`src/rtl/core/bpf_pkg.sv`:
```
// Package for the blacklist packet filter: command codes, table kinds and
// the queue word passed from the parser to the match engine. No dependencies.
`default_nettype none
package bpf_pkg;

    // command codes carried in tuser
    localparam logic [2:0] CMD_BYTE = 3'd0;
    localparam logic [2:0] CMD_MAC  = 3'd1;
    localparam logic [2:0] CMD_IPV4 = 3'd2;
    localparam logic [2:0] CMD_IPV6 = 3'd3;
    localparam logic [2:0] CMD_UDP  = 3'd4;
    localparam logic [2:0] CMD_TCP  = 3'd5;

    // reason codes
    localparam logic [2:0] RSN_NONE  = 3'd0;
    localparam logic [2:0] RSN_TRUNC = 3'd1;
    localparam logic [2:0] RSN_MAC   = 3'd2;
    localparam logic [2:0] RSN_IPV4  = 3'd3;
    localparam logic [2:0] RSN_IPV6  = 3'd4;
    localparam logic [2:0] RSN_UDP   = 3'd5;
    localparam logic [2:0] RSN_TCP   = 3'd6;

    localparam logic [10:0] POS_MAX = 11'd2047;
    localparam logic [15:0] ETH_VLAN = 16'h8100;
    localparam logic [15:0] ETH_QINQ = 16'h88A8;
    localparam logic [15:0] ETH_IPV4 = 16'h0800;
    localparam logic [15:0] ETH_IPV6 = 16'h86DD;
    localparam logic [15:0] PROTO_UDP = 16'd17;
    localparam logic [15:0] PROTO_TCP = 16'd6;

    // queue between parser and match engine
    localparam int QDEPTH = 4;

    typedef enum logic [2:0] {
        TBL_MAC,
        TBL_IPV4,
        TBL_IPV6,
        TBL_UDP,
        TBL_TCP
    } tbl_t;

    // one queued word: a table write, a header check and/or a packet end
    typedef struct packed {
        tbl_t        tbl;
        logic        is_wr;
        logic        is_chk;
        logic        is_end;
        logic [2:0]  reason;     // parser-side verdict reason at packet end
        logic [63:0] key_high;
        logic [63:0] key_low;
        logic [7:0]  plen;
        logic [3:0]  idx;
        logic        valid;
        logic        dir;
    } qword_t;

endpackage
`default_nettype wire

```
`src/rtl/core/bpf_parser.sv`:
```
// Front end: walks packet bytes through the header stages and queues
// table writes, header checks and packet ends. Depends on bpf_pkg.
`default_nettype none
module bpf_parser
    import bpf_pkg::*;
#(
    parameter int VLAN_DEPTH = 2
)
(
    input  wire logic        clk,
    input  wire logic        rst_n,
    input  wire logic        accept,
    input  wire logic [2:0]  cmd,
    input  wire logic [7:0]  data_byte,
    input  wire logic        last_byte,
    input  wire logic [63:0] key_high,
    input  wire logic [63:0] key_low,
    input  wire logic [7:0]  prefix_length,
    input  wire logic [3:0]  entry_index,
    input  wire logic        entry_valid,
    input  wire logic        port_direction,
    output logic             push,
    output qword_t           push_word
);
    typedef enum logic [2:0] {
        ST_ETH, ST_VLAN, ST_IPV4, ST_IPV6, ST_UDP, ST_TCP, ST_DONE
    } stage_t;

    stage_t      stage_reg, stage_next;
    logic [10:0] pos_reg, pos_next;
    logic [10:0] hstart_reg, hstart_next;
    logic [10:0] l4start_reg, l4start_next;
    logic [15:0] nproto_reg, nproto_next;
    logic [1:0]  tags_reg, tags_next;
    logic [3:0]  ihl_reg, ihl_next;
    logic [47:0] smac_reg, smac_next;
    logic [63:0] siph_reg, siph_next;
    logic [63:0] sipl_reg, sipl_next;
    logic [15:0] sport_reg, sport_next;
    logic [15:0] dport_reg, dport_next;
    logic [2:0]  freason_reg, freason_next;
    logic [10:0] rel;
    logic [15:0] nproto_full;

    function automatic stage_t after_l2(input logic [15:0] np, input logic [1:0] tags);
        if ((np == ETH_VLAN || np == ETH_QINQ) && 32'(tags) < VLAN_DEPTH)
            return ST_VLAN;
        else if (np == ETH_IPV4)
            return ST_IPV4;
        else if (np == ETH_IPV6)
            return ST_IPV6;
        else
            return ST_DONE;
    endfunction

    function automatic stage_t after_l3(input logic [15:0] np);
        if (np == PROTO_UDP)
            return ST_UDP;
        else if (np == PROTO_TCP)
            return ST_TCP;
        else
            return ST_DONE;
    endfunction

    assign rel         = pos_reg - hstart_reg;
    assign nproto_full = {nproto_reg[15:8], data_byte};

    // byte parsing and queue word build
    always_comb
    begin
        stage_next   = stage_reg;
        pos_next     = pos_reg;
        hstart_next  = hstart_reg;
        l4start_next = l4start_reg;
        nproto_next  = nproto_reg;
        tags_next    = tags_reg;
        ihl_next     = ihl_reg;
        smac_next    = smac_reg;
        siph_next    = siph_reg;
        sipl_next    = sipl_reg;
        sport_next   = sport_reg;
        dport_next   = dport_reg;
        freason_next = freason_reg;
        push         = 1'b0;
        push_word          = '0;
        push_word.tbl      = TBL_MAC;
        push_word.key_high = key_high;
        push_word.key_low  = key_low;
        push_word.plen     = prefix_length;
        push_word.idx      = entry_index;
        push_word.valid    = entry_valid;
        push_word.dir      = port_direction;

        if (accept && cmd == CMD_BYTE)
        begin
            if (stage_reg != ST_DONE && pos_reg >= hstart_reg)
            begin
                unique case (stage_reg)
                    ST_ETH:
                    begin
                        if (rel >= 11'd6 && rel <= 11'd11)
                            smac_next = {smac_reg[39:0], data_byte};
                        else if (rel == 11'd12)
                            nproto_next = {data_byte, 8'h00};
                        else if (rel == 11'd13)
                        begin
                            nproto_next = nproto_full;
                            push = 1'b1;
                            push_word.is_chk  = 1'b1;
                            push_word.tbl     = TBL_MAC;
                            push_word.key_low = {16'h0, smac_reg};
                            hstart_next = 11'd14;
                            stage_next  = after_l2(nproto_full, tags_reg);
                        end
                    end
                    ST_VLAN:
                    begin
                        if (rel == 11'd2)
                            nproto_next = {data_byte, 8'h00};
                        else if (rel == 11'd3)
                        begin
                            nproto_next = nproto_full;
                            tags_next   = tags_reg + 2'd1;
                            hstart_next = hstart_reg + 11'd4;
                            stage_next  = after_l2(nproto_full, tags_reg + 2'd1);
                        end
                    end
                    ST_IPV4:
                    begin
                        if (rel == 11'd0)
                        begin
                            ihl_next     = data_byte[3:0];
                            l4start_next = hstart_reg + {5'd0, data_byte[3:0], 2'b00};
                        end
                        else if (rel == 11'd9)
                            nproto_next = {8'h00, data_byte};
                        else if (rel >= 11'd12 && rel <= 11'd15)
                            sipl_next = {32'h0, sipl_reg[23:0], data_byte};
                        else if (rel == 11'd19)
                        begin
                            push = 1'b1;
                            push_word.is_chk  = 1'b1;
                            push_word.tbl     = TBL_IPV4;
                            push_word.key_low = {32'h0, sipl_reg[31:0]};
                            if (ihl_reg < 4'd5)
                            begin
                                freason_next = RSN_TRUNC;
                                stage_next   = ST_DONE;
                            end
                            else
                            begin
                                hstart_next = l4start_reg;
                                stage_next  = after_l3(nproto_reg);
                            end
                        end
                    end
                    ST_IPV6:
                    begin
                        if (rel == 11'd6)
                            nproto_next = {8'h00, data_byte};
                        else if (rel >= 11'd8 && rel <= 11'd15)
                            siph_next = {siph_reg[55:0], data_byte};
                        else if (rel >= 11'd16 && rel <= 11'd23)
                            sipl_next = {sipl_reg[55:0], data_byte};
                        else if (rel == 11'd39)
                        begin
                            push = 1'b1;
                            push_word.is_chk   = 1'b1;
                            push_word.tbl      = TBL_IPV6;
                            push_word.key_high = siph_reg;
                            push_word.key_low  = sipl_reg;
                            l4start_next = hstart_reg + 11'd40;
                            hstart_next  = hstart_reg + 11'd40;
                            stage_next   = after_l3(nproto_reg);
                        end
                    end
                    ST_UDP, ST_TCP:
                    begin
                        if (rel <= 11'd1)
                            sport_next = {sport_reg[7:0], data_byte};
                        else if (rel <= 11'd3)
                            dport_next = {dport_reg[7:0], data_byte};
                        if ((stage_reg == ST_UDP && rel == 11'd7) ||
                            (stage_reg == ST_TCP && rel == 11'd19))
                        begin
                            push = 1'b1;
                            push_word.is_chk  = 1'b1;
                            push_word.tbl     = (stage_reg == ST_UDP) ? TBL_UDP : TBL_TCP;
                            push_word.key_low = {32'h0, dport_next, sport_next};
                            stage_next = ST_DONE;
                        end
                    end
                    default:
                    begin
                        stage_next = ST_DONE;
                    end
                endcase
            end

            if (pos_reg < POS_MAX)
                pos_next = pos_reg + 11'd1;

            // packet end: queue the parser's verdict and clear packet state
            if (last_byte)
            begin
                push = 1'b1;
                push_word.is_end = 1'b1;
                if (freason_next != RSN_NONE)
                    push_word.reason = freason_next;
                else if (stage_next != ST_DONE)
                    push_word.reason = RSN_TRUNC;
                else
                    push_word.reason = RSN_NONE;
                stage_next   = ST_ETH;
                pos_next     = '0;
                hstart_next  = '0;
                l4start_next = '0;
                nproto_next  = '0;
                tags_next    = '0;
                ihl_next     = '0;
                smac_next    = '0;
                siph_next    = '0;
                sipl_next    = '0;
                sport_next   = '0;
                dport_next   = '0;
                freason_next = RSN_NONE;
            end
        end
        else if (accept && cmd >= CMD_MAC && cmd <= CMD_TCP)
        begin
            push = 1'b1;
            push_word.is_wr = 1'b1;
            unique case (cmd)
                CMD_MAC:  push_word.tbl = TBL_MAC;
                CMD_IPV4: push_word.tbl = TBL_IPV4;
                CMD_IPV6: push_word.tbl = TBL_IPV6;
                CMD_UDP:  push_word.tbl = TBL_UDP;
                default:  push_word.tbl = TBL_TCP;
            endcase
        end
    end

    // parser state
    always_ff @(posedge clk or negedge rst_n)
    begin
        if (!rst_n)
        begin
            stage_reg   <= ST_ETH;
            pos_reg     <= '0;
            hstart_reg  <= '0;
            l4start_reg <= '0;
            nproto_reg  <= '0;
            tags_reg    <= '0;
            ihl_reg     <= '0;
            smac_reg    <= '0;
            siph_reg    <= '0;
            sipl_reg    <= '0;
            sport_reg   <= '0;
            dport_reg   <= '0;
            freason_reg <= RSN_NONE;
        end
        else
        begin
            stage_reg   <= stage_next;
            pos_reg     <= pos_next;
            hstart_reg  <= hstart_next;
            l4start_reg <= l4start_next;
            nproto_reg  <= nproto_next;
            tags_reg    <= tags_next;
            ihl_reg     <= ihl_next;
            smac_reg    <= smac_next;
            siph_reg    <= siph_next;
            sipl_reg    <= sipl_next;
            sport_reg   <= sport_next;
            dport_reg   <= dport_next;
            freason_reg <= freason_next;
        end
    end
endmodule
`default_nettype wire

```
`config.mk`:
```
export PLATFORM = sky130hd
export DESIGN_NAME = bpf_parser
export DESIGN_NICKNAME = d
export VERILOG_FILES = /design/src/rtl/core/bpf_pkg.sv /design/src/rtl/core/bpf_parser.sv
export SDC_FILE = /design/constraint.sdc
export NUM_CORES = 1
export LEC_CHECK = 0
export BUFFER_PORTS_ARGS = -buffer_cell sky130_fd_sc_hd__clkbuf_2
export CORE_ASPECT_RATIO = 1.5
export CORE_MARGIN = 1
export CORE_UTILIZATION = 35
export CTS_BUF_LIST = sky130_fd_sc_hd__clkbuf_4
export DETAILED_ROUTE_END_ITERATION = 10
export PLACE_DENSITY = 0.65
export SYNTH_ARGS = -nofsm -noshare
export SYNTH_HDL_FRONTEND = slang
export SYNTH_SLANG_ARGS = --single-unit
```
`constraint.sdc`:
```
create_clock -name clk -period 3.6 [get_ports clk]
set_input_delay 0.18 -clock clk [delete_from_list [all_inputs] [get_ports clk]]
set_output_delay 0.18 -clock clk [all_outputs]
set_load 0.01 [all_outputs]
```
==> Flow_metrics.wiki <==
{| class="wikitable"
! Metric !! Value
|-
| Area Growth Syn to Fin || 42.99%
|-
| Final ANT Viol Nets || 0
|-
| Layout cell share with drive strength beyond 1 || between 40% and 50%
|-
| Multi-input gate area || roughly 9000 sq um
|-
| Global-route wire length before repair || between 80000 and 90000 microns
|-
| Width of the die || about 170 microns
|-
| Final Total Pwr || roughly 11 mW
|-
| Worst stage delay on the critical path || just over 0.4 ns
|-
| Worst Path Class, Setup || flop to primary output
|-
| YS warnings || 0
|-
| Fin. Hold Viols || 0
|-
| Post-synthesis net count || around 1800
|-
| Maximum clock frequency || between 200 and 250 MHz
|-
| Hold path startpoint || cmd[2]
|-
| Most frequent cells in the layout || sky130_fd_sc_hd__dfrtp_1 (269), sky130_fd_sc_hd__nand2_1 (212), sky130_fd_sc_hd__clkbuf_2 (193)
|-
| Most frequently used flop master after synthesis || sky130_fd_sc_hd__dfrtp_1
|-
| Insertion delay to the later sink of the worst-skew pair || 0.77 ns
|-
| Most frequent standard cell in the layout excluding fill and tap cells || sky130_fd_sc_hd__dfrtp_1
|-
| Worst setup path endpoint || push_word[146]
|-
| Hold WS || roughly 0.092 ns
|-
| Signal arrival time at the worst endpoint || around 4.4 ns
|-
| Worst flop-to-flop path endpoint || sipl_reg[20]$_DFFE_PN0P_
|-
| Full die area || approximately 45000 sq um
|-
| Number of unique standard cell types used by synthesis || between 80 and 90
|-
| Cell with the largest stage delay on the worst path || sky130_fd_sc_hd__or3b_4
|-
| Num CTS Buffers || 73
|-
| Required time of the critical path || ~3.4 ns
|-
| Placer's final routability congestion estimate || roughly 0.90
|-
| Total standard cell area after synthesis || approximately 16000 sq um
|-
| Nature of the critical path startpoint || flop
|-
| Area used by sequential logic in the layout || slightly below 7000 sq um
|-
| Measured slew at the worst slew-check pin || 0.6814 ns
|-
| H-tree depth || 3
|-
| Cells on worst reg2reg path || 17
|-
| Input/output buffers || 280
|-
| Fraction of the yosys area taken by sequential cells || 43.40%
|-
| Status || finished with violations
|-
| Maximum VDD drop || around 270 uV
|-
| Total Nets Final || between 2000 and 2500
|-
| Vias in the first global route || around 15000
|-
| Clock skew || roughly 0.068 ns
|-
| Path class of the lowest-slack min-delay path || primary input to flop
|-
| Element type at the critical path end || primary output
|-
| Failing checks || negative setup slack
|-
| Total of endpoints with negative setup slack in the final report || 194
|-
| Seq cells post-synth || 269
|-
| Clock-pin slew on the worst setup and hold paths || about 0.06 ns
|-
| Placeable core region || about 44000 sq um
|-
| FF-to-FF setup slack || -0.17 ns
|-
| Count of TritonRoute iterations in the first routing pass || 5
|-
| Detailed-placement wirelength estimate || 38610 microns
|-
| Instance area at placement || approximately 19000 sq um
|-
| Fin util || between 50% and 60%
|-
| R2R Path Start || pos_reg[0]$_DFFE_PN0P_
|-
| Share of the clock period used by the worst path || 128.2%
|-
| GR Overflow Total || 0
|-
| Final Max Tran Viols || 0
|-
| Max-slew headroom at the worst pin || 54.18%
|-
| Critical Path Fanout Max || 7
|-
| Setup WS post-layout || -1.016 ns
|-
| Count of standard-cell rows || 94
|-
| Vias post-DR || around 15000
|-
| Num Clock Sinks || roughly 270
|-
| Maximum count of clock buffers along a single path || 3
|-
| Power density cells || about 470 nW/um^2
|-
| GR Util All Layers || 24.03%
|-
| Via-to-Cell Ratio || 5.545
|-
| Initial core utilization || 35.45%
|-
| Routed WL per cell || approximately 21 microns
|-
| Avg Cell Area, Syn || 9.622 sq um
|-
| Layout filler cell count || approximately 4000
|-
| Clock Root Buffer || sky130_fd_sc_hd__clkbuf_4
|-
| Number of antenna violations at the first check in global routing || 2
|-
| Unrepaired setup endpoints after global routing || yes
|-
| Post-synthesis instance total || between 1500 and 2000
|-
| Leakage power figure || between 10 and 15 nW
|-
| Total Wirelength || 56910 microns
|-
| Final Cell Area || ~22000 sq um
|-
| Number of DRC violations after detailed-routing iteration 0 || 940
|-
| Post-synth EDFFs || 0
|-
| Total I/O pin count || 309
|-
| Total DRC errors in the routed layout || 0
|-
| Floorplan die height || between 200 and 300 microns
|-
| Maximum number of pins on one net before global-route repair || between 100 and 150
|-
| Shortest clock period the worst path allows after layout || between 4 and 5 ns
|-
| Cell-by-cell trace of the critical path || inv_2 > ha_4 > inv_2 > fa_2 > a21o_1 > a221oi_4 > xnor2_2 > a211oi_4 > or3b_4 > a211o_4 > buf_4 > buf_6 > buf_16 > inv_4 > o31a_1 > buf_4 > clkbuf_8
|-
| CTS tree || built
|-
| Post-place setup slack || -0.3568 ns
|-
| Critical Path Start || pos_reg[0]$_DFFE_PN0P_
|-
| Fraction of registers with async set or reset after synthesis || 100.0%
|-
| Max-cap violations || 0
|}
[worst min-delay path by stage]
| stage | cells after the start | slack (ns) | to |
|---|---|---|---|
| after floorplan | 0 | -0.12 | dport_reg[0]$_DFFE_PN0P_ |
| after global placement | 1 | 0.19 | siph_reg[7]$_DFFE_PN0P_ |
| after detailed placement | 1 | 0.20 | siph_reg[6]$_DFFE_PN0P_ |
| after CTS | 6 | 0.002 | freason_reg[0]$_DFFE_PN0P_ |
| after global routing | 5 | 0.06 | pos_reg[0]$_DFFE_PN0P_ |
| final | 5 | 0.09 | freason_reg[0]$_DFFE_PN0P_ |
[what timing repair did]
action                                  in CTS  in global routing
setup buffers                               30                 17
gates resized for setup                    222                226
endpoints found under the setup margin     206                289
hold buffers                                13                  0
hold endpoints to repair                   312                  0
gates cloned                                13                  6
pin swaps                                   32                 45
[worst max-delay path: cells and delay by family, from the launching register on]
kind                     cells  cell delay [ns]
AO/OA/AOI/OAI                5             1.37
buffers and inverters        8             0.87
XOR/XNOR                     1             0.16
adder cells (fa/ha/maj)      2             0.47
flip-flops                   1             0.39
AND/OR/NAND/NOR              1             0.41
[per-layer routing]
| layer | GRT usage (%) | up-vias | part of all wire (%) |
|---|---|---|---|
| met5 | 0 | - | 0 |
| met4 | 13.86 | 0 | 5.3 |
| met3 | 4.006 | 153 | 4.5 |
| met2 | 43.63 | 506 | 53 |
| met1 | 26.34 | 7400 | 37 |
| li1 | - | 6950 | - |
[synthesized netlist by cell type (3+ instances only)]
| cell type | count | area (sq um) |
|---|---|---|
| sky130_fd_sc_hd__a22o_1 | 152 | 1331 |
| sky130_fd_sc_hd__a211oi_1 | 7 | 52.55 |
| sky130_fd_sc_hd__buf_1 | 5 | 18.77 |
| sky130_fd_sc_hd__buf_2 | 31 | 155.2 |
| sky130_fd_sc_hd__or2_2 | 11 | 68.82 |
| sky130_fd_sc_hd__buf_4 | 16 | 120.1 |
| sky130_fd_sc_hd__a41oi_1 | 3 | 26.28 |
| sky130_fd_sc_hd__nand2_1 | 213 | 799.5 |
| sky130_fd_sc_hd__xnor2_1 | 16 | 140.1 |
| sky130_fd_sc_hd__a31oi_1 | 11 | 68.82 |
| sky130_fd_sc_hd__a221o_1 | 16 | 160.2 |
| sky130_fd_sc_hd__nor2b_1 | 23 | 143.9 |
| sky130_fd_sc_hd__and3_1 | 25 | 156.4 |
| sky130_fd_sc_hd__a2bb2oi_1 | 9 | 78.83 |
| sky130_fd_sc_hd__o2bb2ai_1 | 5 | 43.79 |
| sky130_fd_sc_hd__inv_1 | 30 | 112.6 |
| sky130_fd_sc_hd__o21ai_0 | 138 | 690.7 |
| sky130_fd_sc_hd__and2_1 | 17 | 106.4 |
| sky130_fd_sc_hd__o211ai_1 | 6 | 45.04 |
| sky130_fd_sc_hd__a221oi_1 | 10 | 87.58 |
| sky130_fd_sc_hd__a21boi_0 | 3 | 22.52 |
| sky130_fd_sc_hd__ha_1 | 18 | 225.2 |
| sky130_fd_sc_hd__a21o_1 | 9 | 67.56 |
| sky130_fd_sc_hd__or3_1 | 9 | 56.30 |
| sky130_fd_sc_hd__nor4_1 | 10 | 62.56 |
| sky130_fd_sc_hd__nand2b_1 | 4 | 25.02 |
| sky130_fd_sc_hd__nor3_1 | 22 | 110.1 |
| sky130_fd_sc_hd__a31o_2 | 4 | 35.03 |
| sky130_fd_sc_hd__a21oi_1 | 46 | 230.2 |
| sky130_fd_sc_hd__clkbuf_1 | 87 | 326.6 |
| sky130_fd_sc_hd__xor2_1 | 10 | 87.58 |
| sky130_fd_sc_hd__mux2i_1 | 44 | 440.4 |
| sky130_fd_sc_hd__o22ai_1 | 5 | 31.28 |
| sky130_fd_sc_hd__nand3_1 | 23 | 115.1 |
| sky130_fd_sc_hd__a22oi_1 | 26 | 195.2 |
| sky130_fd_sc_hd__o31ai_1 | 40 | 300.3 |
| sky130_fd_sc_hd__nor3b_1 | 5 | 37.54 |
| sky130_fd_sc_hd__buf_6 | 9 | 101.4 |
| sky130_fd_sc_hd__mux2_2 | 89 | 1002 |
| sky130_fd_sc_hd__or4_1 | 5 | 37.54 |
| sky130_fd_sc_hd__dfrtp_1 | 269 | 6731 |
| sky130_fd_sc_hd__nor2_1 | 67 | 251.5 |
| sky130_fd_sc_hd__nand4_1 | 13 | 81.33 |
[per-stage QoR]
stage               std cells  TNS, ns
global route             2706  -162.77
CTS                      2699  -125.23
global placement         2524   -33.40
detailed placement       2524   -41.83
finish                   2707  -129.93
floorplan                1612   -11.23
[final cells by class]
cell class | count | share of cell area (%)
Tap cell | 576 | 3.249
Sequential cell | 269 | 30.35
Antenna cell | 6 | 0.06770
Clock buffer | 104 | 3.520
Inverter | 31 | 0.5359
Multi-Input combinational cell | 1163 | 40.66
Clock inverter | 19 | 0.6883
Timing Repair Buffer | 539 | 20.92
[kinds of logic after synthesis]
kind of cell               Yosys count  share of synthesized area, %
AOI/OAI and AO/OA                  518                         24.33
xor gates and xnor gates            26                         1.468
adders and majority gates           20                         1.710
buffers and inverters              180                         5.437
DFF                                269                         43.40
muxes                              133                         9.301
and+or+nand+nor                    466                         14.36
[power breakdown]
part | total (mW) | leakage [nW] | internal (mW) | switching [mW]
registers | 3.49 | 3.70 | 3.27 | 0.217
logic | 4.17 | 6.13 | 1.90 | 2.27
clock network | 2.85 | 0.559 | 1.54 | 1.31
total | 10.5 | 10.4 | 6.71 | 3.80
No activity file was read; power rests on OpenSTA's default activity.
