## src/rtl/core/bpf_pkg.sv

```systemverilog
// Package for the blacklist packet filter: command codes, table kinds and
// the queue word passed from the parser to the match engine. No dependencies.
`default_nettype none
package bpf_pkg;

    // command codes carried in tuser
    localparam logic [2:0] CMD_BYTE = 3'd0;
    localparam logic [2:0] CMD_MAC  = 3'd1;
    localparam logic [2:0] CMD_IPV4 = 3'd2;
    localparam logic [2:0] CMD_IPV6 = 3'd3;
    localparam logic [2:0] CMD_UDP  = 3'd4;
    localparam logic [2:0] CMD_TCP  = 3'd5;

    // reason codes
    localparam logic [2:0] RSN_NONE  = 3'd0;
    localparam logic [2:0] RSN_TRUNC = 3'd1;
    localparam logic [2:0] RSN_MAC   = 3'd2;
    localparam logic [2:0] RSN_IPV4  = 3'd3;
    localparam logic [2:0] RSN_IPV6  = 3'd4;
    localparam logic [2:0] RSN_UDP   = 3'd5;
    localparam logic [2:0] RSN_TCP   = 3'd6;

    localparam logic [10:0] POS_MAX = 11'd2047;
    localparam logic [15:0] ETH_VLAN = 16'h8100;
    localparam logic [15:0] ETH_QINQ = 16'h88A8;
    localparam logic [15:0] ETH_IPV4 = 16'h0800;
    localparam logic [15:0] ETH_IPV6 = 16'h86DD;
    localparam logic [15:0] PROTO_UDP = 16'd17;
    localparam logic [15:0] PROTO_TCP = 16'd6;

    // queue between parser and match engine
    localparam int QDEPTH = 4;

    typedef enum logic [2:0] {
        TBL_MAC,
        TBL_IPV4,
        TBL_IPV6,
        TBL_UDP,
        TBL_TCP
    } tbl_t;

    // one queued word: a table write, a header check and/or a packet end
    typedef struct packed {
        tbl_t        tbl;
        logic        is_wr;
        logic        is_chk;
        logic        is_end;
        logic [2:0]  reason;     // parser-side verdict reason at packet end
        logic [63:0] key_high;
        logic [63:0] key_low;
        logic [7:0]  plen;
        logic [3:0]  idx;
        logic        valid;
        logic        dir;
    } qword_t;

endpackage
`default_nettype wire

```

## src/rtl/core/bpf_fifo.sv

```systemverilog
// Short queue of parser words between front and back.
// Depends on bpf_pkg.
`default_nettype none
module bpf_fifo
    import bpf_pkg::*;
(
    input  wire logic   clk,
    input  wire logic   rst_n,
    input  wire logic   push,
    input  qword_t      push_word,
    output logic        full,
    input  wire logic   pop,
    output logic        empty,
    output qword_t      head
);
    localparam int AW = $clog2(QDEPTH);

    qword_t           mem [QDEPTH];
    logic [AW-1:0]    wr_ptr_reg, rd_ptr_reg;
    logic [AW:0]      count_reg;

    assign full  = (count_reg == (AW+1)'(QDEPTH));
    assign empty = (count_reg == '0);
    assign head  = mem[rd_ptr_reg];

    // storage
    always_ff @(posedge clk)
    begin
        if (push)
        begin
            mem[wr_ptr_reg] <= push_word;
        end
    end

    // pointers and fill count
    always_ff @(posedge clk or negedge rst_n)
    begin
        if (!rst_n)
        begin
            wr_ptr_reg <= '0;
            rd_ptr_reg <= '0;
            count_reg  <= '0;
        end
        else
        begin
            if (push)
            begin
                wr_ptr_reg <= wr_ptr_reg + 1'b1;
            end
            if (pop)
            begin
                rd_ptr_reg <= rd_ptr_reg + 1'b1;
            end
            if (push && !pop)
            begin
                count_reg <= count_reg + 1'b1;
            end
            else if (pop && !push)
            begin
                count_reg <= count_reg - 1'b1;
            end
        end
    end
endmodule
`default_nettype wire

```

## config.mk

```make
export PLATFORM = sky130hd
export DESIGN_NAME = bpf_fifo
export DESIGN_NICKNAME = d
export VERILOG_FILES = /design/src/rtl/core/bpf_pkg.sv /design/src/rtl/core/bpf_fifo.sv
export SDC_FILE = /design/constraint.sdc
export NUM_CORES = 1
export LEC_CHECK = 0
export BUFFER_PORTS_ARGS = -buffer_cell sky130_fd_sc_hd__buf_2
export CAP_MARGIN = 15
export CORE_MARGIN = 5
export CORE_UTILIZATION = 33
export DETAILED_ROUTE_END_ITERATION = 6
export GPL_ROUTABILITY_DRIVEN = 1
export PLACE_DENSITY = 0.52
export SYNTH_ARGS = -nofsm -noshare
export SYNTH_HDL_FRONTEND = slang
export SYNTH_SLANG_ARGS = --single-unit
```

## constraint.sdc

```tcl
create_clock -name clk -period 5.2 [get_ports clk]
set_input_delay 1.04 -clock clk [delete_from_list [all_inputs] [get_ports clk]]
set_output_delay 1.04 -clock clk [all_outputs]
set_load 0.005 [all_outputs]
```

==> metrics.csv, run 1 <==
stage;metric;value;unit
status;status;completed;
grt;global-route wire length before repair;69600;um
place;placed cell count;1990;
grt;Tot GR Track Use;0.129;
layout;fin util;0.404;
place;Place WS;1.87;ns
synthesis;count leader, synth;edfxtp_1;
die;Die ar.;72400;um2
sta;RSZ-0062 raised after global routing;no;
synthesis;Mapped Cells;823;
clock_network;htree depth;3;
clock_network;hold_buf cts;0;
clock_network;Max Buffers Root-to-Sink;3;
layout;share of cells above drive strength 1;0.472;
setup_path;RR Startpoint;wr_ptr_reg[1];
sta;Slew headroom;0.350;
clock_network;clk slew on worst S/H paths;0.06;ns
job;MaxCap Viol Count;0;
setup_path;worst r2r dst;mem[1][102];
setup_path;CP Max Fanout;40;
synthesis;post-synthesis register bit count;611;
setup_path;CP Launch Point;rd_ptr_reg[0];
route;post-route ant nets;0;
synthesis;syn avg cell area;26.9;um2
clock_network;post-cts repair resize count;0;
setup_path;Worst Setup End Kind;output pin;
synthesis;Synth area leader;edfxtp_1;
setup_path;Worst Path Required;4.16;ns
synthesis;Post-synth top flop;edfxtp_1;
clock_network;Setup Fix Bufs, Post-CTS;0;
setup_path;CP max stage cell;dfrtp_4;
sta;fmax;260;MHz
place;HPWL Detailed;28100;um
layout;nets@finish;1347;
worst_hold_path;Hold WC Path Type;primary input to async pin;
synthesis;top post-synthesis cells by count;edfxtp_1 (604), mux4_2 (151), buf_2 (18);
clock_network;TritonCTS buffer count;67;
clock_network;Clk Latency, worst-skew pair;0.58;ns
route;drt wl/cell;22.5;um
route;via count;9884;
grt;vias in the first global route;10900;
setup_path;Critical Path Max Stage Delay;1.05;ns
pwr;worst vdd ir;0.297;mV
die;IO Count;308;
synthesis;Seq/Total Area, Yosys;0.827;
synthesis;Async SR Flop Fraction;0.0115;
sta;Final Hold Vio Count;0;
setup_path;Setup crit start kind;flip-flop;
grt;initial antenna violation count;13;
layout;Finished Layout Cells;2111;
setup_path;Worst R2R Setup Slack;3.10;ns
place;Placed Area;24900;um2
route;Initial DRC Count;506;
grt;pin count of the biggest net entering global routing;79;
die;core box area;66900;um2
sta;Final Cycle Share;0.740;
route;total wire length;47400;um
pwr;Leak;9.13;nW
setup_path;critical-path cell list;buf_4 > mux4_2 > buf_2;
layout;Area Growth Syn to Fin;22.2;%
clock_network;clk root buf;clkbuf_16;
synthesis;top cells by area, synth;edfxtp_1 (82%), mux4_2 (15%), dfrtp_1 (0.79%);
route;Via density;4.68;
synthesis;Cell Area, Synth;22100;um2
die;row cnt;95;
route;First-pass DRT Iterations;4;
grt;gr ovfl total;0;
die;Die Y-Extent;269;um
sta;actual slew at the worst max-slew pin;0.975;ns
sta;final setup margin;1.35;ns
route;drt drc;0;
clock_network;CTS tree;done;
sta;setup tns final;0;ns
setup_path;Setup CP Type;flip-flop to output pin;
die;Die W;269;um
place;PortBufs;307;
clock_network;Sink Count;611;
synthesis;Synth Warn #;0;
pwr;final total power;15.4;mW
layout;Design Area, Final;27100;um2
sta;Setup Skew;0.0128;ns
place;gpl congestion;0.671;
setup_path;R2R depth;4;
sta;Final Max Tran Viols;0;
sta;count of final setup violators;0;
synthesis;Synth cell types;19;
synthesis;share of the synthesized area in the top cell type;0.819;
pwr;PwrDens;569;nW/um2
sta;Final Hold Slack;0.272;ns
sta;Tmin final;3.85;ns
layout;Largest register FFs;604;
synthesis;syn nets;984;
setup_path;CP arrival;2.81;ns
die;Initial Util;0.331;
synthesis;Post-synth EDFFs;604;
## layout by cell type, fill, tap and decap left out, drive strengths merged
| cell type | synthesis | layout |
|---|---|---|
| o21ai | 1 | 1 |
| mux2 | 1 | 1 |
| mux4 | 151 | 151 |
| nor3b | 1 | 1 |
| buf | 28 | 328 |
| xor2 | 4 | 4 |
| clkinv | 0 | 27 |
| ha | 5 | 5 |
| dfrtp | 7 | 7 |
| bufinv | 0 | 6 |
| xnor2 | 2 | 2 |
| diode | 0 | 4 |
| nand2 | 2 | 2 |
| fa | 1 | 1 |
| nor3 | 1 | 1 |
| edfxtp | 604 | 604 |
| and2 | 4 | 4 |
| inv | 4 | 7 |
| clkbuf | 6 | 78 |
| clkinvlp | 0 | 3 |
| nor2 | 1 | 1 |
## final cells by class
type / count / area [um2]
repair buffers: 328 / 1860
clock buffers: 78 / 1770
well taps: 873 / 1090
multi-input cells: 174 / 3610
flip-flops and latches: 611 / 18300
fillers: 5936 / 39900
inverters: 4 / 15.0
clock inverters: 39 / 387
diodes: 4 / 10.0
## worst max path at each step
stage / endpoint / slack, ns / depth (start not counted)
floorplan: mem[1][0] / 0.19 / 1
global route: head[110] / 1.13 / 3
CTS: head[117] / 1.20 / 3
finish: head[117] / 1.35 / 3
global placement: head[117] / 1.90 / 3
detailed placement: head[117] / 1.87 / 3
## critical path, delay by kind of cell (launching register included)
family,cells,cell delay [ns]
DFF,1,1.05
buffers and inverters,2,0.57
muxes,1,0.55
## routing by layer
layer  routed length, um  GRT usage  up-vias  part of all wire
met5                 111          0        -            0.0023
met4                 907     0.0413       16             0.019
met3                3670     0.0457       82             0.077
met2               23900      0.215      253              0.50
met1               18800      0.160     5222              0.40
li1                    -          -     4311                 -
## power by group
group / switching (mW) / internal [mW] / total, mW
Combinational: 1.97 / 1.97 / 3.93
Sequential: 0.393 / 6.43 / 6.83
Clock: 1.89 / 2.75 / 4.63
Total: 4.24 / 11.1 / 15.4
## logic make-up after synthesis
group	synth area share
muxes	0.154
AOI/OAI and AO/OA	0.000226
adders and majority gates	0.00373
xor gates and xnor gates	0.00237
DFF	0.827
buffers and inverters	0.0107
and+or+nand+nor	0.00220
No activity file was read; power rests on OpenSTA's default activity.
==> run 2: changes to the inputs <==
--- a/config.mk
+++ b/config.mk
@@ -5,13 +5,14 @@
 export SDC_FILE = /design/constraint.sdc
 export NUM_CORES = 1
 export LEC_CHECK = 0
+export ABC_AREA = 1
 export BUFFER_PORTS_ARGS = -buffer_cell sky130_fd_sc_hd__buf_2
 export CAP_MARGIN = 15
 export CORE_MARGIN = 5
 export CORE_UTILIZATION = 33
 export DETAILED_ROUTE_END_ITERATION = 6
 export GPL_ROUTABILITY_DRIVEN = 1
-export PLACE_DENSITY = 0.52
+export PLACE_DENSITY = 0.51
 export SYNTH_ARGS = -nofsm -noshare
 export SYNTH_HDL_FRONTEND = slang
 export SYNTH_SLANG_ARGS = --single-unit
==> constraint.sdc (replaced) <==
create_clock -name clk -period 3.8 [get_ports clk]
set_input_delay 0.76 -clock clk [delete_from_list [all_inputs] [get_ports clk]]
set_output_delay 0.76 -clock clk [all_outputs]
set_load 0.005 [all_outputs]
==> run 2 against run 1 <==
- clock power is 41% higher
- register-to-register slack got worse by 1.7 ns
- sequential share of layout area decreased by 5.0 points
- critical path depth up 2
- utilization is 0.30 points lower
- final cell count up 49%
- total power is 48% higher
- via count up 44%
- wire length grew 14%
- highest routed layer unchanged
==> metrics.csv, run 2 <==
stage;metric;value;unit
status;status;completed;
setup_path;Critical Path Max Stage Delay;1.06;ns
clock_network;Sink Count;611;
clock_network;post-cts repair resize count;0;
grt;global-route wire length before repair;82100;um
grt;Tot GR Track Use;0.134;
clock_network;clk root buf;clkbuf_16;
setup_path;CP Max Fanout;76;
grt;initial antenna violation count;12;
die;core box area;72800;um2
setup_path;Setup CP Type;flip-flop to output pin;
die;Initial Util;0.332;
sta;Tmin final;3.33;ns
setup_path;CP max stage cell;dfrtp_4;
clock_network;Max Buffers Root-to-Sink;3;
setup_path;critical-path cell list;buf_12 > nand2_1 > o211ai_1 > nand2_1 > buf_2;
worst_hold_path;Hold Path Origin;push_word[58];
synthesis;Synth Warn #;0;
place;Place WS;1.05;ns
sta;Final Hold Slack;0.381;ns
synthesis;Post-synth EDFFs;604;
job;MaxCap Viol Count;0;
layout;commonest non-fill, non-tap cells in the layout;edfxtp_1 (604), nand2_1 (466), inv_1 (309);
clock_network;TritonCTS buffer count;68;
sta;setup tns final;0;ns
layout;filler cell count;6786;
layout;Design Area, Final;29200;um2
route;Via density;4.51;
setup_path;Worst Path Required;3.04;ns
grt;vias in the first global route;14100;
route;Initial DRC Count;619;
route;First-pass DRT Iterations;5;
synthesis;Seq/Total Area, Yosys;0.757;
layout;Area Growth Syn to Fin;20.8;%
synthesis;Synth cell types;18;
sta;Setup Skew;0.0204;ns
die;Die W;281;um
sta;RSZ-0062 raised after global routing;no;
synthesis;share of the synthesized area in the top cell type;0.749;
synthesis;Async SR Flop Fraction;0.0115;
synthesis;syn nets;1970;
die;row cnt;99;
route;via count;14200;
pwr;Leak;11.5;nW
synthesis;Cell Area, Synth;24200;um2
sta;final setup margin;0.475;ns
sta;Slew headroom;0.347;
setup_path;Setup crit start kind;flip-flop;
setup_path;Top Family by Delay on Critical Path;flip-flops;
sta;actual slew at the worst max-slew pin;0.979;ns
place;gpl congestion;0.717;
layout;nets@finish;2297;
clock_network;hold_buf cts;1;
sta;Final Hold Vio Count;0;
sta;fmax;301;MHz
clock_network;htree depth;3;
route;total wire length;53900;um
setup_path;CP Launch Point;rd_ptr_reg[0];
synthesis;Synth area leader;edfxtp_1;
route;drt drc;0;
sta;Final Cycle Share;0.875;
setup_path;CP arrival;2.57;ns
setup_path;Worst Setup End Kind;output pin;
setup_path;critical path buffer and inverter count;2;
place;Placed Area;27000;um2
sta;count of final setup violators;0;
die;Die ar.;78900;um2
sta;Final Max Tran Viols;0;
layout;commonest non-fill, non-tap cell in the layout;edfxtp_1;
die;IO Count;308;
synthesis;post-synthesis register bit count;611;
clock_network;Setup Fix Bufs, Post-CTS;0;
synthesis;count leader, synth;edfxtp_1;
layout;fin util;0.401;
layout;share of cells above drive strength 1;0.209;
synthesis;top cells by area, synth;edfxtp_1 (75%), o211ai_1 (9.4%), nand2_1 (7.2%);
route;drt wl/cell;17.1;um
synthesis;Mapped Cells;1809;
synthesis;syn avg cell area;13.4;um2
place;HPWL Detailed;32500;um
clock_network;Clk Latency, worst-skew pair;0.58;ns
place;PortBufs;307;
pwr;PwrDens;781;nW/um2
grt;gr ovfl total;0;
grt;pin count of the biggest net entering global routing;152;
synthesis;top post-synthesis cells by count;edfxtp_1 (604), nand2_1 (466), inv_1 (313);
worst_hold_path;Hold WC Path Type;primary input to flip-flop;
clock_network;CTS tree;done;
setup_path;cell mode on critical path;nand2_1;
clock_network;clk slew on worst S/H paths;0.06;ns
setup_path;RR Startpoint;wr_ptr_reg[0];
die;Die Y-Extent;281;um
synthesis;Post-synth top flop;edfxtp_1;
layout;Largest register FFs;604;
route;post-route ant nets;0;
pwr;worst vdd ir;0.609;mV
[run 2: cell types whose count changed in the layout (fill, tap and decap cells not counted), moves of 5 or more]
| cell | previous run | this run |
|---|---|---|
| buf_4 | 8 | 34 |
| clkbuf_1 | 8 | 13 |
| clkinv_2 | 12 | 6 |
| inv_1 | 4 | 309 |
| mux4_2 | 151 | 0 |
| nand2_1 | 2 | 466 |
| o211ai_1 | 0 | 302 |
[run 2: where the power goes]
group,switching [mW],internal [mW]
clock,2.53,3.98
sequential,0.418,8.81
combinational,4.53,2.58
[run 2: logic make-up after synthesis]
family / after synthesis / share of synthesized area
compound gates: 303 / 0.0939
xor+xnor: 4 / 0.00145
fa+ha+maj: 6 / 0.00341
buf+inv: 415 / 0.0715
flops: 611 / 0.757
simple gates: 470 / 0.0731
[run 2: cell type report]
type | count | area (um2) | area share
Multi-Input combinational cell | 783 | 4160 | 0.142
Sequential cell | 611 | 18300 | 0.627
Tap cell | 959 | 1200 | 0.0410
Clock inverter | 34 | 427 | 0.0146
Timing Repair Buffer | 358 | 2120 | 0.0726
Inverter | 314 | 1200 | 0.0410
Antenna cell | 4 | 10.0 | 0.000342
Clock buffer | 83 | 1800 | 0.0616
[run 2: final timing paths]
path	to	slack (ns)	cells after the start
max reg2reg	mem[2][100]	1.37	6
min reg2reg	count_reg[2]	0.51	2
max in group asynchronous	rd_ptr_reg[0]	3.06	2
max	head[126]	0.47	5
min in group asynchronous	wr_ptr_reg[0]	0.55	2
min	mem[3][58]	0.38	1
[run 2: metrics by stage]
stage | std cells | power, mW
after floorplan | 1809 | 13.6
after global placement | 3024 | 16.6
after detailed placement | 3024 | 16.8
after CTS | 3142 | 23.4
after global routing | 3144 | 24.4
final | 3146 | 22.8
[run 2: routing by layer]
layer | GRT usage | vias up | share of wire
met1 | 0.163 | 6844 | 0.41
met3 | 0.0386 | 75 | 0.063
met2 | 0.236 | 274 | 0.51
met4 | 0.0362 | 12 | 0.017
met5 | 0 | - | 0.0017
li1 | - | 6981 | -
==> run 3: changes to the inputs <==
--- a/config.mk
+++ b/config.mk
@@ -9,10 +9,10 @@
 export BUFFER_PORTS_ARGS = -buffer_cell sky130_fd_sc_hd__buf_2
 export CAP_MARGIN = 15
 export CORE_MARGIN = 5
-export CORE_UTILIZATION = 33
+export CORE_UTILIZATION = 62
 export DETAILED_ROUTE_END_ITERATION = 6
 export GPL_ROUTABILITY_DRIVEN = 1
-export PLACE_DENSITY = 0.51
+export PLACE_DENSITY = 0.86
 export SYNTH_ARGS = -nofsm -noshare
 export SYNTH_HDL_FRONTEND = slang
 export SYNTH_SLANG_ARGS = --single-unit
==> constraint.sdc (replaced) <==
create_clock -name clk -period 3.9 [get_ports clk]
set_input_delay 0.39 -clock clk [delete_from_list [all_inputs] [get_ports clk]]
set_output_delay 0.39 -clock clk [all_outputs]
set_load 0.005 [all_outputs]
==> run 3 against run 2 <==
- worst hold slack lost 0.35 ns
- non-clock buffer count grew 81
- register-to-register slack gained 0.29 ns
- die area shrank 45%
- flip-flop and latch count is the same
==> metrics.csv, run 3 (synthesis results as in run 2) <==
stage;metric;value;unit
sta;Setup Skew;0.0161;ns
setup_path;Worst Path Required;3.51;ns
sta;fmax;329;MHz
sta;Final Cycle Share;0.780;
die;Initial Util;0.626;
setup_path;CP arrival;2.65;ns
worst_hold_path;Hold Crit Depth;1;
place;gpl congestion;0.779;
layout;storage element area;18300;um2
setup_path;R2R depth;5;
pwr;PwrDens;737;nW/um2
setup_path;CP Max Fanout;78;
worst_hold_path;Hold Path Origin;push_word[87];
clock_network;htree depth;2;
place;Place WS;1.51;ns
job;MaxCap Viol Count;0;
pwr;final total power;21.5;mW
place;HPWL Detailed;30100;um
sta;Slew headroom;0.296;
sta;setup tns final;0;ns
layout;Largest register FFs;604;
pwr;worst vdd ir;0.595;mV
clock_network;Sink Count;611;
setup_path;Worst R2R Setup Slack;1.66;ns
clock_network;CTS tree;done;
clock_network;TritonCTS buffer count;57;
clock_network;Setup Fix Bufs, Post-CTS;0;
sta;actual slew at the worst max-slew pin;1.06;ns
layout;Multi-input gate area;4160;um2
layout;nets@finish;2367;
sta;Tmin final;3.04;ns
sta;Final Hold Vio Count;0;
layout;filler cell count;2101;
route;via count;15400;
clock_network;Clk Latency, worst-skew pair;0.59;ns
route;Initial DRC Count;1314;
grt;vias in the first global route;15700;
setup_path;Setup CP Type;flip-flop to output pin;
clock_network;clk root buf;clkbuf_16;
pwr;Leak;11.7;nW
clock_network;Max Buffers Root-to-Sink;3;
status;status;completed;
sta;RSZ-0062 raised after global routing;no;
layout;commonest non-fill, non-tap cell in the layout;edfxtp_1;
route;drt drc;0;
worst_hold_path;WHS Endpoint;mem[1][87];
grt;Tot GR Track Use;0.248;
setup_path;Setup crit start kind;flip-flop;
grt;initial antenna violation count;5;
route;Via density;5.55;
clock_network;clk slew on worst S/H paths;0.06;ns
die;row cnt;72;
layout;commonest non-fill, non-tap cells in the layout;edfxtp_1 (604), nand2_1 (466), inv_1 (309);
route;drt wl/cell;19.8;um
die;core box area;38600;um2
die;Die Y-Extent;208;um
layout;Area Growth Syn to Fin;20.4;%
setup_path;worst r2r dst;mem[0][92];
grt;pin count of the biggest net entering global routing;152;
grt;global-route wire length before repair;84800;um
sta;Final Max Tran Viols;0;
place;PortBufs;307;
setup_path;Worst Setup End Kind;output pin;
grt;gr ovfl total;0;
worst_hold_path;Hold WC Path Type;primary input to flip-flop;
die;IO Count;308;
sta;final setup margin;0.857;ns
layout;share of cells above drive strength 1;0.185;
layout;fin util;0.754;
route;First-pass DRT Iterations;5;
setup_path;RR Startpoint;wr_ptr_reg[0];
route;post-route ant nets;0;
die;Die ar.;43100;um2
sta;count of final setup violators;0;
die;Die W;208;um
route;total wire length;54800;um
run 3: cell count changes in the layout (fill, tap and decap cells not counted):
cell / previous run / this run
clkinv_2: 6 / 7
buf_4: 34 / 10
clkinv_1: 12 / 11
buf_12: 16 / 14
clkinv_8: 3 / 0
dlygate4sd3_1: 1 / 108
clkbuf_1: 13 / 14
diode_2: 4 / 7
bufinv_16: 9 / 5
clkbuf_16: 70 / 59
inv_6: 2 / 5
run 3: cell type report:
cell class                 instances  share of cell area
antenna                            7            0.000601
sequential                       611               0.629
multi-input combinational        783               0.143
inverter                         314              0.0411
tap                              518              0.0222
clock buffer                      73              0.0525
timing repair buffer             439               0.102
clock inverter                    30             0.00979
run 3: per-stage QoR:
step	cell area [um2]	hold WS (ns)	cells
after detailed placement	26200	0.233	2557
final	29100	0.0275	2775
after global placement	26200	0.230	2557
after CTS	29100	0.00121	2768
after floorplan	24200	0.0944	1809
after global routing	29100	0.00129	2773
run 3: power breakdown:
group	total (mW)	internal, mW	leakage (nW)	switching (mW)
Combinational	7.00	2.46	5.15	4.55
Sequential	9.06	8.60	5.63	0.462
Clock	5.40	3.10	0.881	2.30
Total	21.5	14.2	11.7	7.31
run 3: worst max path at each step:
stage / start / to / slack, ns
floorplan: wr_ptr_reg[0] / mem[0][0] / 0.55
global route: rd_ptr_reg[0] / head[19] / 0.68
detailed placement: rd_ptr_reg[0] / head[30] / 1.51
global placement: rd_ptr_reg[0] / head[147] / 1.64
finish: rd_ptr_reg[0] / head[19] / 0.86
CTS: rd_ptr_reg[0] / head[30] / 0.88
run 3: worst max-delay path: stages (launching register included):
cell and delay [ns]:
dfrtp_4 1.08, buf_12 0.38, nand2_1 0.14, o211ai_1 0.14, nand2_1 0.11, buf_2 0.14
run 3: layer usage:
metal	track usage	part of all wire	wire length, um
met5	0	0	0
met2	0.437	0.52	28500
met4	0.0860	0.030	1650
met1	0.307	0.37	20100
met3	0.0558	0.083	4560
run 3: repair_timing:
| item | CTS | global route |
|---|---|---|
| endpoints found under the hold margin | 416 | 0 |
| gates resized for setup | 0 | 0 |
| hold buffers | 108 | 0 |
